### config.mk
export PLATFORM = sky130hd
export DESIGN_NAME = hltp_ram
export DESIGN_NICKNAME = d
export VERILOG_FILES = /design/src/design/hash_table_linear_probe_assert.svh /design/src/design/hltp_ram.sv
export SDC_FILE = /design/constraint.sdc
export NUM_CORES = 1
export LEC_CHECK = 0
export BUFFER_PORTS_ARGS = -buffer_cell sky130_fd_sc_hd__buf_2
export CAP_MARGIN = 25
export CORE_MARGIN = 3
export CORE_UTILIZATION = 50
export DETAILED_ROUTE_END_ITERATION = 8
export PLACE_DENSITY = 0.67
export SLEW_MARGIN = 20
export SYNTH_ARGS = -nofsm -noshare
export SYNTH_HDL_FRONTEND = slang
export SYNTH_SLANG_ARGS = --single-unit
### constraint.sdc
create_clock -name clk -period 3.8 [get_ports clk]
set_input_delay 0.19 -clock clk [delete_from_list [all_inputs] [get_ports clk]]
set_output_delay 0.19 -clock clk [all_outputs]
set_load 0.05 [all_outputs]
### src/design/hash_table_linear_probe_assert.svh
// Assertion macros shared by the hash table RTL.
`ifndef HASH_TABLE_LINEAR_PROBE_ASSERT_SVH
`define HASH_TABLE_LINEAR_PROBE_ASSERT_SVH

// Implication checked on every clock edge outside reset.
`define HLTP_ASSERT_IMP(label, ante, cons, msg) \
	label: assert property (@(posedge clk) disable iff (!arst_n) (ante) |-> (cons)) \
		else $error(msg);

// Condition that must hold on every clock edge outside reset.
`define HLTP_ASSERT_ALWAYS(label, cond, msg) \
	label: assert property (@(posedge clk) disable iff (!arst_n) (cond)) \
		else $error(msg);

`endif

### src/design/hltp_ram.sv
// Generic single-write, single-read RAM with registered read data.
module hltp_ram #(
	parameter int unsigned WIDTH = 8,
	parameter int unsigned DEPTH = 16
) (
	input  logic                     clk,
	input  logic                     we,
	input  logic [$clog2(DEPTH)-1:0] waddr,
	input  logic [WIDTH-1:0]         wdata,
	input  logic [$clog2(DEPTH)-1:0] raddr,
	output logic [WIDTH-1:0]         rdata
);
	logic [WIDTH-1:0] mem_q [DEPTH];
	logic [WIDTH-1:0] rdata_q;

	always_ff @(posedge clk) begin
		if (we) begin
			mem_q[waddr] <= wdata;
		end
		rdata_q <= mem_q[raddr];
	end

	assign rdata = rdata_q;
endmodule

# Yosys cells after proc, flatten, opt, wreduce, memory -nomap -nowiden
# Memory sizes are Yosys's and may differ from the RTL's. A register that Yosys moved wholly into a read port is not among the register bits.
# Index checks and enable logic that the tools add are counted.
[totals] romBits=0 ramBits=128 elab_cells=3 mem_count=1 output_inout_bits=8 regBits=0 latchBits=0
[memory_table] name="mem_q" words=16 width=8 read_ports=1 rd_ports_with_merged_regs=1 write_ports=1 line_no="hltp_ram.sv:13" source="logic [WIDTH-1:0] mem_q [DEPTH];"
[op_classes] bitwise=0 mul=0 n_div=0 n_reduce_logical=0 shift=0 mux=2 addsub=0 n_eq_ne=0 magnitude_cmp=0
[ops] operator="1-bit 2-to-1 mux" count=2

# Longest topological paths before layout
[depth] ltp_word=2 ltp_mapped=5 ltp_nobuf=3

# Worst setup path before layout
# Ideal clock, no wire load.
[synth_timing] path_type="input -> register" startpoint="input waddr[2]" endpoint="memory mem_q[0][0], enable pin" t_required_ns=3.417 setup_ns=0.383 cell_stages=2 arrival_time_ns=1.300 setup_slack_ns=2.117 cell_sequence="or3b_2 > nor3_1"
[synth_lines] item="from (decl)" line_no="hltp_ram.sv:8" source="input logic [$clog2(DEPTH)-1:0] waddr,"
[synth_lines] item="to (decl)" line_no="hltp_ram.sv:13"
# No word-level cell before the write port.

==> results_dict.tcl <==
set metrics [dict create \
    netlist_instances 229 \
    cp-end-kind "flop" \
    rsz0062_at_grt "no" \
    fp.dieH_um 107.5 \
    insertion_delay_ps 510 \
    wl_met2_um 4463 \
    total_power_w 0.003290 \
    initial_core_util_pct 51.94 \
    power_density_nw_per_um2 556.9 \
    n_fill_cell 748 \
    grt_max_degree 33 \
    grt_pass1_wl_um 14350 \
    gp_congestion 0.7250 \
    wl_met1_um 3966 \
    wire_per_inst_um 22.78 \
    cp.arrival_ps 1790 \
    outcome "complete, no violations" \
    fin_nets 283 \
    preCtsSetupSlack_ps 1578 \
    htreeDepth 4 \
    first_global_vias 2386 \
    maxCapViolations 0 \
    dieArea_um2 11550 \
    cts_buffers 17 \
    yosys_warnings 0 \
    finalCriticalPeriod_ps 1411 \
    die-width_um 107.5 \
    setup_ws_ps 2389 \
    fin_skew_ps 5.707 \
    dp_hpwl_um 5823 \
    clk_pin_slew_ps 60 \
    antenna_found_initial 0 \
    cts_resized 0 \
    num_rows 36 \
    detail-route-antenna-nets 0 \
    num_vias 2342 \
    drv_slew 0 \
    setup_violations 0 \
    overflow 0 \
    worst_pin_slew_ps 960.5 \
    drive_above_1_share_pct 25.99 \
    synth.avg_cell_area_um2 22.48 \
    start_kind "flop" \
    cts_root_buf "clkbuf_8" \
    crit_required_ps 4180 \
    drtIter0Drc 192 \
    dp.cells 379 \
    routed.top_layer "met4" \
    core_um2 9910 \
    synth.net_count 247 \
    yosys.cell_types.count 19 \
    synth_seq_cells 136 \
    pin_count 26 \
    cts_tree "built" \
    track_usage_pct 18.22 \
    crit_type "reg2reg" \
    clkSinkCount 136 \
    drc 0 \
    crit_fanout 1 \
    hold_viol 0 \
    synthToLayoutAreaGrowth_pct 14.78 \
    hold_buffers 0 \
    io_buffers 25 \
    wl_met3_um 678 \
    max_freq_mhz 708.5 \
    ir_drop_mv 0.3115 \
    cts_buffer_depth 2 \
    fin_tns_setup_ps 0 \
    drt_pass1_iterations 6 \
    syn_area_um2 5147 \
    hp-class "in2reg" \
    routed_wl_um 9340 \
    final_cells 410 \
    slew_headroom_pct 35.73 \
    ys_seq_area_share_pct 77.78 \
    finalCritPeriodShare_pct 37.14 \
    placed_area_um2 5378 \
    postLayoutCellArea_um2 5908 \
    post-cts-setup-buffers 0 \
    viasPerCell 5.712 \
    leakage_nw 1.968 \
    n_antenna_cell 0 \
]
-- metal layers --
layer	vias up	track usage [%]
li1	1045	-
met1	1201	25.12
met2	80	26.99
met3	16	5.939
met4	0	7.845
met5	-	0
-- synthesized netlist by cell type --
cell / instances / share of area [%]
nor3_1: 4 / 0.39
nand3_1: 1 / 0.097
clkdlybuf4s25_2: 3 / 0.58
nand3b_1: 2 / 0.29
nor2b_1: 1 / 0.12
mux4_2: 18 / 7.9
mux4_1: 14 / 7.1
edfxtp_1: 128 / 75
and2b_1: 1 / 0.15
or3b_2: 1 / 0.17
dfxtp_1: 8 / 3.1
buf_4: 1 / 0.15
and2_1: 1 / 0.12
buf_2: 3 / 0.29
a22oi_1: 16 / 2.3
nand2b_1: 2 / 0.24
nor2_1: 13 / 0.95
nand2_1: 9 / 0.66
buf_6: 3 / 0.66
-- cells by family (layout without fill, tap and decap cells) --
logic type	Yosys count	in the layout	synth area share [%]
and+or+nand+nor	35	35	3.184
DFF	136	136	77.78
AOI/OAI and AO/OA	16	16	2.334
buffers and inverters	10	58	1.677
muxes	32	32	15.02
-- flip-flops by register name, summed over array words and instances (netlist names) --
signal and flops:
rdata 8, mem_q 128
-- area by class of cell --
type / count / area, um2 / area share (%)
Clock buffer: 28 / 515.5 / 8.725
Clock inverter: 3 / 12.51 / 0.2118
Sequential cell: 136 / 4004 / 67.77
Tap cell: 133 / 166.4 / 2.817
Timing Repair Buffer: 27 / 142.6 / 2.414
Multi-Input combinational cell: 83 / 1067 / 18.06
-- final timing paths --
kind,end,cells after the start,slack [ps],start
setup reg to reg,rdata[6],3,2390,mem_q[11][6]
setup / recovery,rdata[6],3,2390,mem_q[11][6]
hold / removal,mem_q[10][0],1,70,wdata[0]
hold reg to reg,rdata[1],3,660,mem_q[4][1]
-- cell usage in the layout (no fill, tap or decap), drive strengths merged --
cell / instances
nand3: 1
nor3: 4
dfxtp: 8
nand3b: 2
and2: 1
clkinv: 3
nor2: 13
or3b: 1
nor2b: 1
and2b: 1
clkbuf: 28
nand2: 9
edfxtp: 128
a22oi: 16
nand2b: 2
mux4: 32
buf: 27
-- power by group --
group	leakage [nW]	internal, W	switching (W)
Combinational	0.484	0.0000604	0.000119
Sequential	1.22	0.00168	0.0000106
Clock	0.260	0.000896	0.000526
Total	1.97	0.00264	0.000655
-- critical path, cell delays in order, from the launching register on --
cell and delay (ps):
edfxtp_1 360, mux4_2 480, a22oi_1 320, nand2_1 110
-- metrics by stage --
stage               hold slack (ps)  util [%]
finish                        68.35     59.62
global route                  62.37     59.62
CTS                           48.61     59.60
detailed placement            599.2     54.27
global placement              579.7     54.22
floorplan                     288.9         -
(Power assumes the default switching activity.)
