### src/design/hash_table_linear_probe_assert.svh
// Assertion macros shared by the hash table RTL.
`ifndef HASH_TABLE_LINEAR_PROBE_ASSERT_SVH
`define HASH_TABLE_LINEAR_PROBE_ASSERT_SVH

// Implication checked on every clock edge outside reset.
`define HLTP_ASSERT_IMP(label, ante, cons, msg) \
	label: assert property (@(posedge clk) disable iff (!arst_n) (ante) |-> (cons)) \
		else $error(msg);

// Condition that must hold on every clock edge outside reset.
`define HLTP_ASSERT_ALWAYS(label, cond, msg) \
	label: assert property (@(posedge clk) disable iff (!arst_n) (cond)) \
		else $error(msg);

`endif

### src/design/hltp_pkg.sv
// Package: constants, codes, state and handshake types of the hash table.
package hltp_pkg;

	localparam int unsigned CAPACITY_DEF   = 1024;
	localparam int unsigned VALUE_BITS_DEF = 64;
	localparam int unsigned HOME_W         = 17;
	localparam logic [63:0] HASH_OFFSET    = 64'd14695981039346656037;
	localparam int unsigned HASH_SHIFT     = 15;
	localparam int unsigned COUNT_W        = 11;

	typedef enum logic [1:0] {
		REQ_LOOKUP = 2'd0,
		REQ_INSERT = 2'd1,
		REQ_REMOVE = 2'd2,
		REQ_SPARE  = 2'd3
	} req_t;

	typedef enum logic [1:0] {
		STS_OK     = 2'd0,
		STS_ABSENT = 2'd1,
		STS_FULL   = 2'd2,
		STS_ZERO   = 2'd3
	} status_t;

	typedef enum logic [3:0] {
		SQ_CLEAR,
		SQ_IDLE,
		SQ_HASH,
		SQ_RD,
		SQ_CHK,
		SQ_DEL_STEP,
		SQ_DEL_RD,
		SQ_DEL_CHK,
		SQ_DEL_HASH,
		SQ_DEL_END,
		SQ_DONE
	} state_t;

	// Request into the hash unit
	typedef struct packed {
		logic        start;
		logic [63:0] key;
	} hash_req_t;

	// Answer from the hash unit
	typedef struct packed {
		logic              done;
		logic [HOME_W-1:0] home;
	} hash_rsp_t;

endpackage

### src/design/hltp_hash.sv
// Home slot unit: 64-bit hash over one shared 32x32 multiplier, then reduction.
module hltp_hash #(
	parameter int unsigned CAPACITY = hltp_pkg::CAPACITY_DEF
) (
	input  logic                clk,
	input  logic                arst_n,
	input  hltp_pkg::hash_req_t req,
	output hltp_pkg::hash_rsp_t rsp
);
	import hltp_pkg::*;

	localparam int unsigned IDXW = $clog2(CAPACITY);
	localparam bit          POW2 = (CAPACITY == (1 << IDXW));
	// Reciprocal for the digit reduction: floor(2^(31+IDXW) / CAPACITY)
	localparam logic [63:0] RECIP_W = (64'd1 << (31 + IDXW)) / 64'(CAPACITY);
	localparam logic [31:0] RECIP   = RECIP_W[31:0];
	localparam logic [31:0] CAP_C   = 32'(CAPACITY);

	logic              busy_q, mod_q, done_q, sub_q;
	logic [1:0]        phase_q, dig_q;
	logic [63:0]       key_q, acc_q, h_q;
	logic [31:0]       quo_q;
	logic [15:0]       rem_q;
	logic [IDXW-1:0]   home_q;
	logic [31:0]       mul_a, mul_b;
	logic [63:0]       prod, hash_w;
	logic [31:0]       num, quo, diff, fixed;

	// Shared multiplier operand select: hash partial products, then reduction
	always_comb begin
		mul_a = '0;
		mul_b = '0;
		if (mod_q) begin
			if (sub_q) begin
				mul_a = quo_q;
				mul_b = CAP_C;
			end else begin
				mul_a = num;
				mul_b = RECIP;
			end
		end else begin
			case (phase_q)
				2'd0: begin mul_a = HASH_OFFSET[31:0];  mul_b = key_q[31:0];  end
				2'd1: begin mul_a = HASH_OFFSET[31:0];  mul_b = key_q[63:32]; end
				2'd2: begin mul_a = HASH_OFFSET[63:32]; mul_b = key_q[31:0];  end
				default: ;
			endcase
		end
	end

	assign prod   = 64'(mul_a) * 64'(mul_b);
	assign hash_w = acc_q ^ (key_q >> HASH_SHIFT);
	// One 16-bit digit of the modulo: estimate quotient, subtract, correct once
	assign num    = {rem_q, h_q[{dig_q, 4'd0} +: 16]};
	assign quo    = 32'(prod >> (31 + IDXW));
	assign diff   = num - prod[31:0];
	assign fixed  = (diff >= CAP_C) ? diff - CAP_C : diff;

	always_ff @(posedge clk or negedge arst_n) begin
		if (!arst_n) begin
			busy_q  <= 1'b0;
			mod_q   <= 1'b0;
			done_q  <= 1'b0;
			sub_q   <= 1'b0;
			phase_q <= '0;
			dig_q   <= '0;
		end else begin
			done_q <= 1'b0;
			if (req.start) begin
				busy_q  <= 1'b1;
				mod_q   <= 1'b0;
				phase_q <= '0;
			end else if (busy_q && !mod_q) begin
				phase_q <= phase_q + 2'd1;
				if (phase_q == 2'd3) begin
					if (POW2) begin
						busy_q <= 1'b0;
						done_q <= 1'b1;
					end else begin
						mod_q <= 1'b1;
						sub_q <= 1'b0;
						dig_q <= 2'd3;
					end
				end
			end else if (busy_q && mod_q) begin
				sub_q <= ~sub_q;
				if (sub_q) begin
					dig_q <= dig_q - 2'd1;
					if (dig_q == 2'd0) begin
						busy_q <= 1'b0;
						mod_q  <= 1'b0;
						done_q <= 1'b1;
					end
				end
			end
		end
	end

	// Datapath: accumulate low 64 bits of the product, then reduce
	always_ff @(posedge clk) begin
		if (req.start) begin
			key_q <= req.key;
		end else if (busy_q && !mod_q) begin
			case (phase_q)
				2'd0: acc_q <= prod;
				2'd1, 2'd2: acc_q <= acc_q + {prod[31:0], 32'd0};
				default: begin
					h_q    <= hash_w;
					rem_q  <= '0;
					home_q <= hash_w[IDXW-1:0];
				end
			endcase
		end else if (busy_q && mod_q) begin
			if (!sub_q) begin
				quo_q <= quo;
			end else begin
				rem_q <= fixed[15:0];
				if (dig_q == 2'd0) home_q <= IDXW'(fixed);
			end
		end
	end

	assign rsp.done = done_q;
	assign rsp.home = HOME_W'(home_q);
endmodule

### config.mk
export PLATFORM = sky130hd
export DESIGN_NAME = hltp_hash
export DESIGN_NICKNAME = d
export VERILOG_FILES = /design/src/design/hash_table_linear_probe_assert.svh /design/src/design/hltp_pkg.sv /design/src/design/hltp_hash.sv
export SDC_FILE = /design/constraint.sdc
export NUM_CORES = 1
export LEC_CHECK = 0
export ABC_AREA = 1
export BUFFER_PORTS_ARGS = -buffer_cell sky130_fd_sc_hd__buf_2
export CELL_PAD_IN_SITES_DETAIL_PLACEMENT = 0
export CELL_PAD_IN_SITES_GLOBAL_PLACEMENT = 1
export CORE_UTILIZATION = 30
export CTS_BUF_LIST = sky130_fd_sc_hd__clkbuf_4 sky130_fd_sc_hd__clkbuf_8
export DETAILED_ROUTE_END_ITERATION = 12
export GPL_TIMING_DRIVEN = 0
export MAX_ROUTING_LAYER = met4
export PLACE_DENSITY_LB_ADDON = 0.25
export SYNTH_ARGS = -nofsm -noshare
export SYNTH_HDL_FRONTEND = slang
export SYNTH_SLANG_ARGS = --single-unit
### constraint.sdc
create_clock -name clk -period 15 [get_ports clk]
set_clock_uncertainty 0.05 [all_clocks]
set_input_delay 3 -clock clk [delete_from_list [all_inputs] [get_ports clk]]
set_output_delay 3 -clock clk [all_outputs]
set_load 0.02 [all_outputs]
# Word-level counts from Yosys, hierarchy flattened
# Cells that the tools add are included.
# Widths: inputs -> output; s select.
# word_totals
ff_bits,249
latchBits,0
ram_bits,0
rom_bits,0
output_inout_bits,18
elab_cells,93
mem_count,0
# classes
add_sub_neg,5
multipliers,1
div_mod_pow,0
magnitude_cmp,1
n_eq_ne,6
shift,1
muxes,33
bitwise,5
n_reduce_logical,29
# op_table
operator,count
$mux 32,4
$pmux 32 s2,2
$pmux 64 s2,1
$mux 16,5
$add 64x64->64,1
$mul 32x32->64,1
$shiftx 64x7->16,1
$xor 64x49->64,1
$mux 10,5
$ge 32x11->1 const B,1
$sub 32x32->32,1
$reduce_and 4->1,5
$reduce_bool 2->1,8
$sub 16x11->16 const B,1
$mux 1,14
$reduce_and 3->1,3
$reduce_bool 3->1,3
$reduce_or 2->1,3
$reduce_and 5->1,1
$eq 2x2->1 const B,2
$logic_not 2->1,2
$mux 2,2
$ne 2x2->1 const B,2
$not 1->1,4
7 further kinds,8

# Longest topological paths before layout
# depth
depth_word,12
depth_mapped,34
ltp_nobuf,34

# Worst setup path before layout
# OpenSTA, ideal clock, no wires.
# synth_path
kind,reg-to-reg
from,register phase_q[0]
to,"register home_q[9], data pin"
t_arrival_ns,5.589
setup_slack_ns,9.108
path_stages_with_launch,32
synth_period_minus_slack_ns,5.892
cell_sequence,dfrtp_1 inv_1 ha_1 inv_1 nand2_4 nand2_1 nand2_1 nand2_1 inv_1 ha_1 ha_1 inv_1 fa_1 inv_1 ha_1 ha_1 ha_1 ha_1 inv_1 fa_1 inv_1 ha_1 xnor2_1 ha_1 inv_1 nor4_1 nand3_1 nand4_1 xor2_1 nand2_1 nand3_1 nand2_1
# synth_via
elab_chain_cells,12
# synth_rtl
element,line_no,source
"start, declared",hltp_hash.sv:20,"logic [1:0] phase_q, dig_q;"
"start signal, assigned",hltp_hash.sv:74,phase_q <= phase_q + 2'd1;
$eq 2x1->1 (tied with other cells),hltp_hash.sv:42,case (phase_q)
$reduce_or 2->1 (no source line),-,
$pmux 32 s2,hltp_hash.sv:42,
$mux 32,hltp_hash.sv:33,if (mod_q) begin
$mul 32x32->64 *,hltp_hash.sv:51,assign prod = 64'(mul_a) * 64'(mul_b);
$sub 32x32->32 *,hltp_hash.sv:56,assign diff = num - prod[31:0];
$ge 32x11->1 or $sub 16x11->16 (tied branches),hltp_hash.sv:57,assign fixed = (diff >= CAP_C) ? diff - CAP_C : diff;
$mux 16 *,hltp_hash.sv:57,
$mux 10 *,hltp_hash.sv:118,if (dig_q == 2'd0) home_q <= IDXW'(fixed);
$mux 10 *,hltp_hash.sv:114,if (!sub_q) begin
$mux 10 *,hltp_hash.sv:113,end else if (busy_q && mod_q) begin
$mux 10 *,hltp_hash.sv:103,end else if (busy_q && !mod_q) begin
"end signal, assigned",hltp_hash.sv:110,home_q <= hash_w[IDXW-1:0];
"end signal, assigned",hltp_hash.sv:118,
"end, declared",hltp_hash.sv:24,logic [IDXW-1:0] home_q;
# Every way passes the cells marked *; elsewhere a longest branch is shown, timed or not. The select of a mux whose other input is x is not followed.
# A chain may end at the register's enable or synchronous reset.

# Worst setup path in the final report
# Ends and elaborated chain as after synthesis.

==> key figures <==
Finish
  • Area growth, synth to finish: 17.4%
  • # diodes: 0
  • Proportion of layout cells with a drive suffix above 1: 0.193
  • Total Nets Final: 562

Global route
  • Gr ovfl total: 0
  • Initial antenna violation count: 0
  • Vias in the first global route: 2552
  • Gr usage total: 0.136
  • Largest net degree at the start of global routing: 33
  • First-pass GRT wire length: 12600 um

Placed design
  • Port buffer count: 43
  • Routability congestion estimate: 0.823
  • DPL Wire Length: 5910 um

Critical path
  • Crit-path leading delay family: adder cells
  • Max incr delay on CP: 530 ps
  • Worst r2r src: phase_q[0]$_DFFE_PN0P_
  • Crit Path Category: flip-flop to flip-flop
  • Required time of the worst setup path: 15070 ps
  • Worst Path Buf+Inv: 8
  • Arr. time, crit path: 6530 ps
  • Worst reg2reg path depth: 31
  • Startpoint types: flip-flop
  • Most frequent cell on the critical path: ha_1
  • CP max FO: 9
  • R2R setup slack: 8540 ps
  • Reg-to-reg endpoint: home_q[9]$_DFFE_PP_
  • Slowest-stage cell, CP: fa_1
  • CP Capture Type: flip-flop

Drt
  • Drt first pass iters: 4
  • WL/cell: 12.5 um
  • DRC errors left: 0
  • Vias per cell: 4.26
  • Routed via count: 2653
  • Post-route ant nets: 0
  • Drt total wl: 7810 um
  • Violation count after the first detailed-routing iteration: 94

Min path
  • Hold path endpoint: phase_q[1]$_DFFE_PN0P_
  • Hold Crit Start: phase_q[1]$_DFFE_PN0P_
  • Hold depth: 2
  • Min-delay worst type: flip-flop to flip-flop

STA
  • Fin Setup TNS: 0 ps
  • Final period utilization: 0.430
  • Worst-margin pin slew: 1130 ps
  • Hold Vio Cnt, Final: 0
  • Fin crit period: 6460 ps
  • Slew Limit Fails: 0
  • Worst Hold Margin: 523 ps
  • Max_slew headroom: 0.242
  • RSZ-0062 raised after global routing: no
  • Fmax: 155 MHz
  • Final setup viols: 0

Die
  • Ports placed on the boundary: 85
  • Full die area: 0.0134 mm^2
  • Num rows: 41
  • Die Width: 116 um
  • Initial Util: 0.308
  • Die H: 116 um
  • CORE AREA: 0.0126 mm^2

Yosys
  • Ys Warns: 0
  • Sequential fraction of the synthesis area: 0.490
  • Synth cell types: 25
  • Synth area leader: edfxtp_1
  • Post-synth top area share: 0.464
  • Gate Count Post-Synth: 386
  • Area contributors post-synth: edfxtp_1, ha_1, nand2_1
  • Synthesis-stage register bit count: 64
  • Mean area per synthesized cell: 10.1 um^2
  • Mapped Area: 0.00388 mm^2

CTS
  • H-tree depth: 3
  • Cts hold-fix bufs: 0
  • Post CTS Setup Buffer Count: 0
  • Clock sinks: 64
  • CTS tree: done
  • CTS Root Cell: clkbuf_8
  • Clock Tree Buf Depth: 2
  • CTS Buf Count: 9
  • Clk Latency, worst-skew pair: 370 ps
  • CTS-repair resized insts: 0
  • Worst-path clk slew: 70 ps

Power
  • Worst VDD drop: 0.0000744 V
  • Leakage: 2.17 nW
  • Power per Cell Area: 203 mW/mm^2

Outcome
  • Status: complete, no violations

Flow run
  • Max-Cap Viols: 0
[flip-flops by register name, summed over array words and instances, names as in the netlist]
name / cells
key_q: 30
acc_q: 10
h_q: 10
home_q: 10
phase_q: 2
busy_q: 1
done_q: 1
[cell type report]
type                    instances  area [um^2]
multi-input cells             257         1700
flip-flops and latches         64         1900
repair buffers                 43          215
plain buffers                  12         78.8
inverters                      59          221
well taps                     172          215
clock inverters                 3         67.6
fillers                      1312         8060
clock buffers                  13          154
[cells in the mapped netlist, drive strengths merged]
cell / number
dfrtp: 4
nor4: 1
nand4: 2
nor2: 37
a22oi: 3
edfxtp: 60
a21oi: 12
clkbuf: 3
o21ai: 16
xnor2: 7
a22o: 1
fa: 5
xor2: 15
buf: 9
inv: 59
nand2: 81
conb: 1
a211oi: 1
nand3: 25
ha: 44
[cells by family after synthesis]
logic type | Yosys count | synth area share
flip-flops | 64 | 0.490
AO/OA/AOI/OAI | 33 | 0.0490
adder cells (fa/ha/maj) | 49 | 0.168
other | 1 | 0.000966
buffers and inverters | 71 | 0.0774
AND/OR/NAND/NOR | 146 | 0.165
XOR/XNOR | 22 | 0.0496
[per-layer routing]
metal / wire [um] / global-route usage / part of all wire
met1: 3800 / 0.173 / 0.49
met2: 3450 / 0.194 / 0.44
met3: 338 / 0.0387 / 0.043
met4: 215 / 0.0744 / 0.028
met5: 0 / - / 0
[worst max path at each step]
stage / start / end / slack (ps) / cells past startpoint
detailed placement: phase_q[0]$_DFFE_PN0P_ / home_q[9]$_DFFE_PP_ / 8490 / 31
CTS: phase_q[0]$_DFFE_PN0P_ / home_q[9]$_DFFE_PP_ / 8480 / 31
floorplan: phase_q[0]$_DFFE_PN0P_ / home_q[9]$_DFFE_PP_ / 9110 / 31
global placement: phase_q[0]$_DFFE_PN0P_ / home_q[9]$_DFFE_PP_ / 8520 / 31
finish: phase_q[0]$_DFFE_PN0P_ / home_q[9]$_DFFE_PP_ / 8540 / 31
global route: phase_q[0]$_DFFE_PN0P_ / home_q[9]$_DFFE_PP_ / 8030 / 31
[stage by stage]
stage	worst slack [ps]	util	instance area, um^2	total power (W)	instances
floorplan	9110	-	3900	0.000652	392
global placement	8520	0.343	4330	0.000764	607
detailed placement	8490	0.343	4330	0.000762	607
CTS	8480	0.361	4560	0.000940	623
global route	8030	0.361	4560	0.00103	623
finish	8540	0.361	4560	0.000924	623
[worst register-to-register path: cells and delay by family, from the launching register on]
kind,cells,cell delay (ps)
simple gates,10,1280
flops,1,440
xor+xnor,2,350
buf+inv,8,510
fa+ha+maj,11,3600
[cells in the final DEF (no fill, tap or decap), types with 4 or more instances in the layout]
cell      instances
nand2_1          69
edfxtp_1         60
inv_1            57
ha_1             44
buf_2            43
nor2_1           37
nand3_1          21
o21ai_0          16
xor2_1           15
nand2_2          11
a21oi_1          11
buf_4             9
clkbuf_8          9
xnor2_1           7
conb_1            7
fa_1              5
nand3_2           4
dfrtp_1           4
clkbuf_4          4
[where the power goes]
group	internal [W]	switching (W)	total, W
logic	0.000198	0.000315	0.000513
clock network	0.000101	0.0000685	0.000170
registers	0.000233	0.00000776	0.000241
No activity file was read; power rests on OpenSTA's default activity.
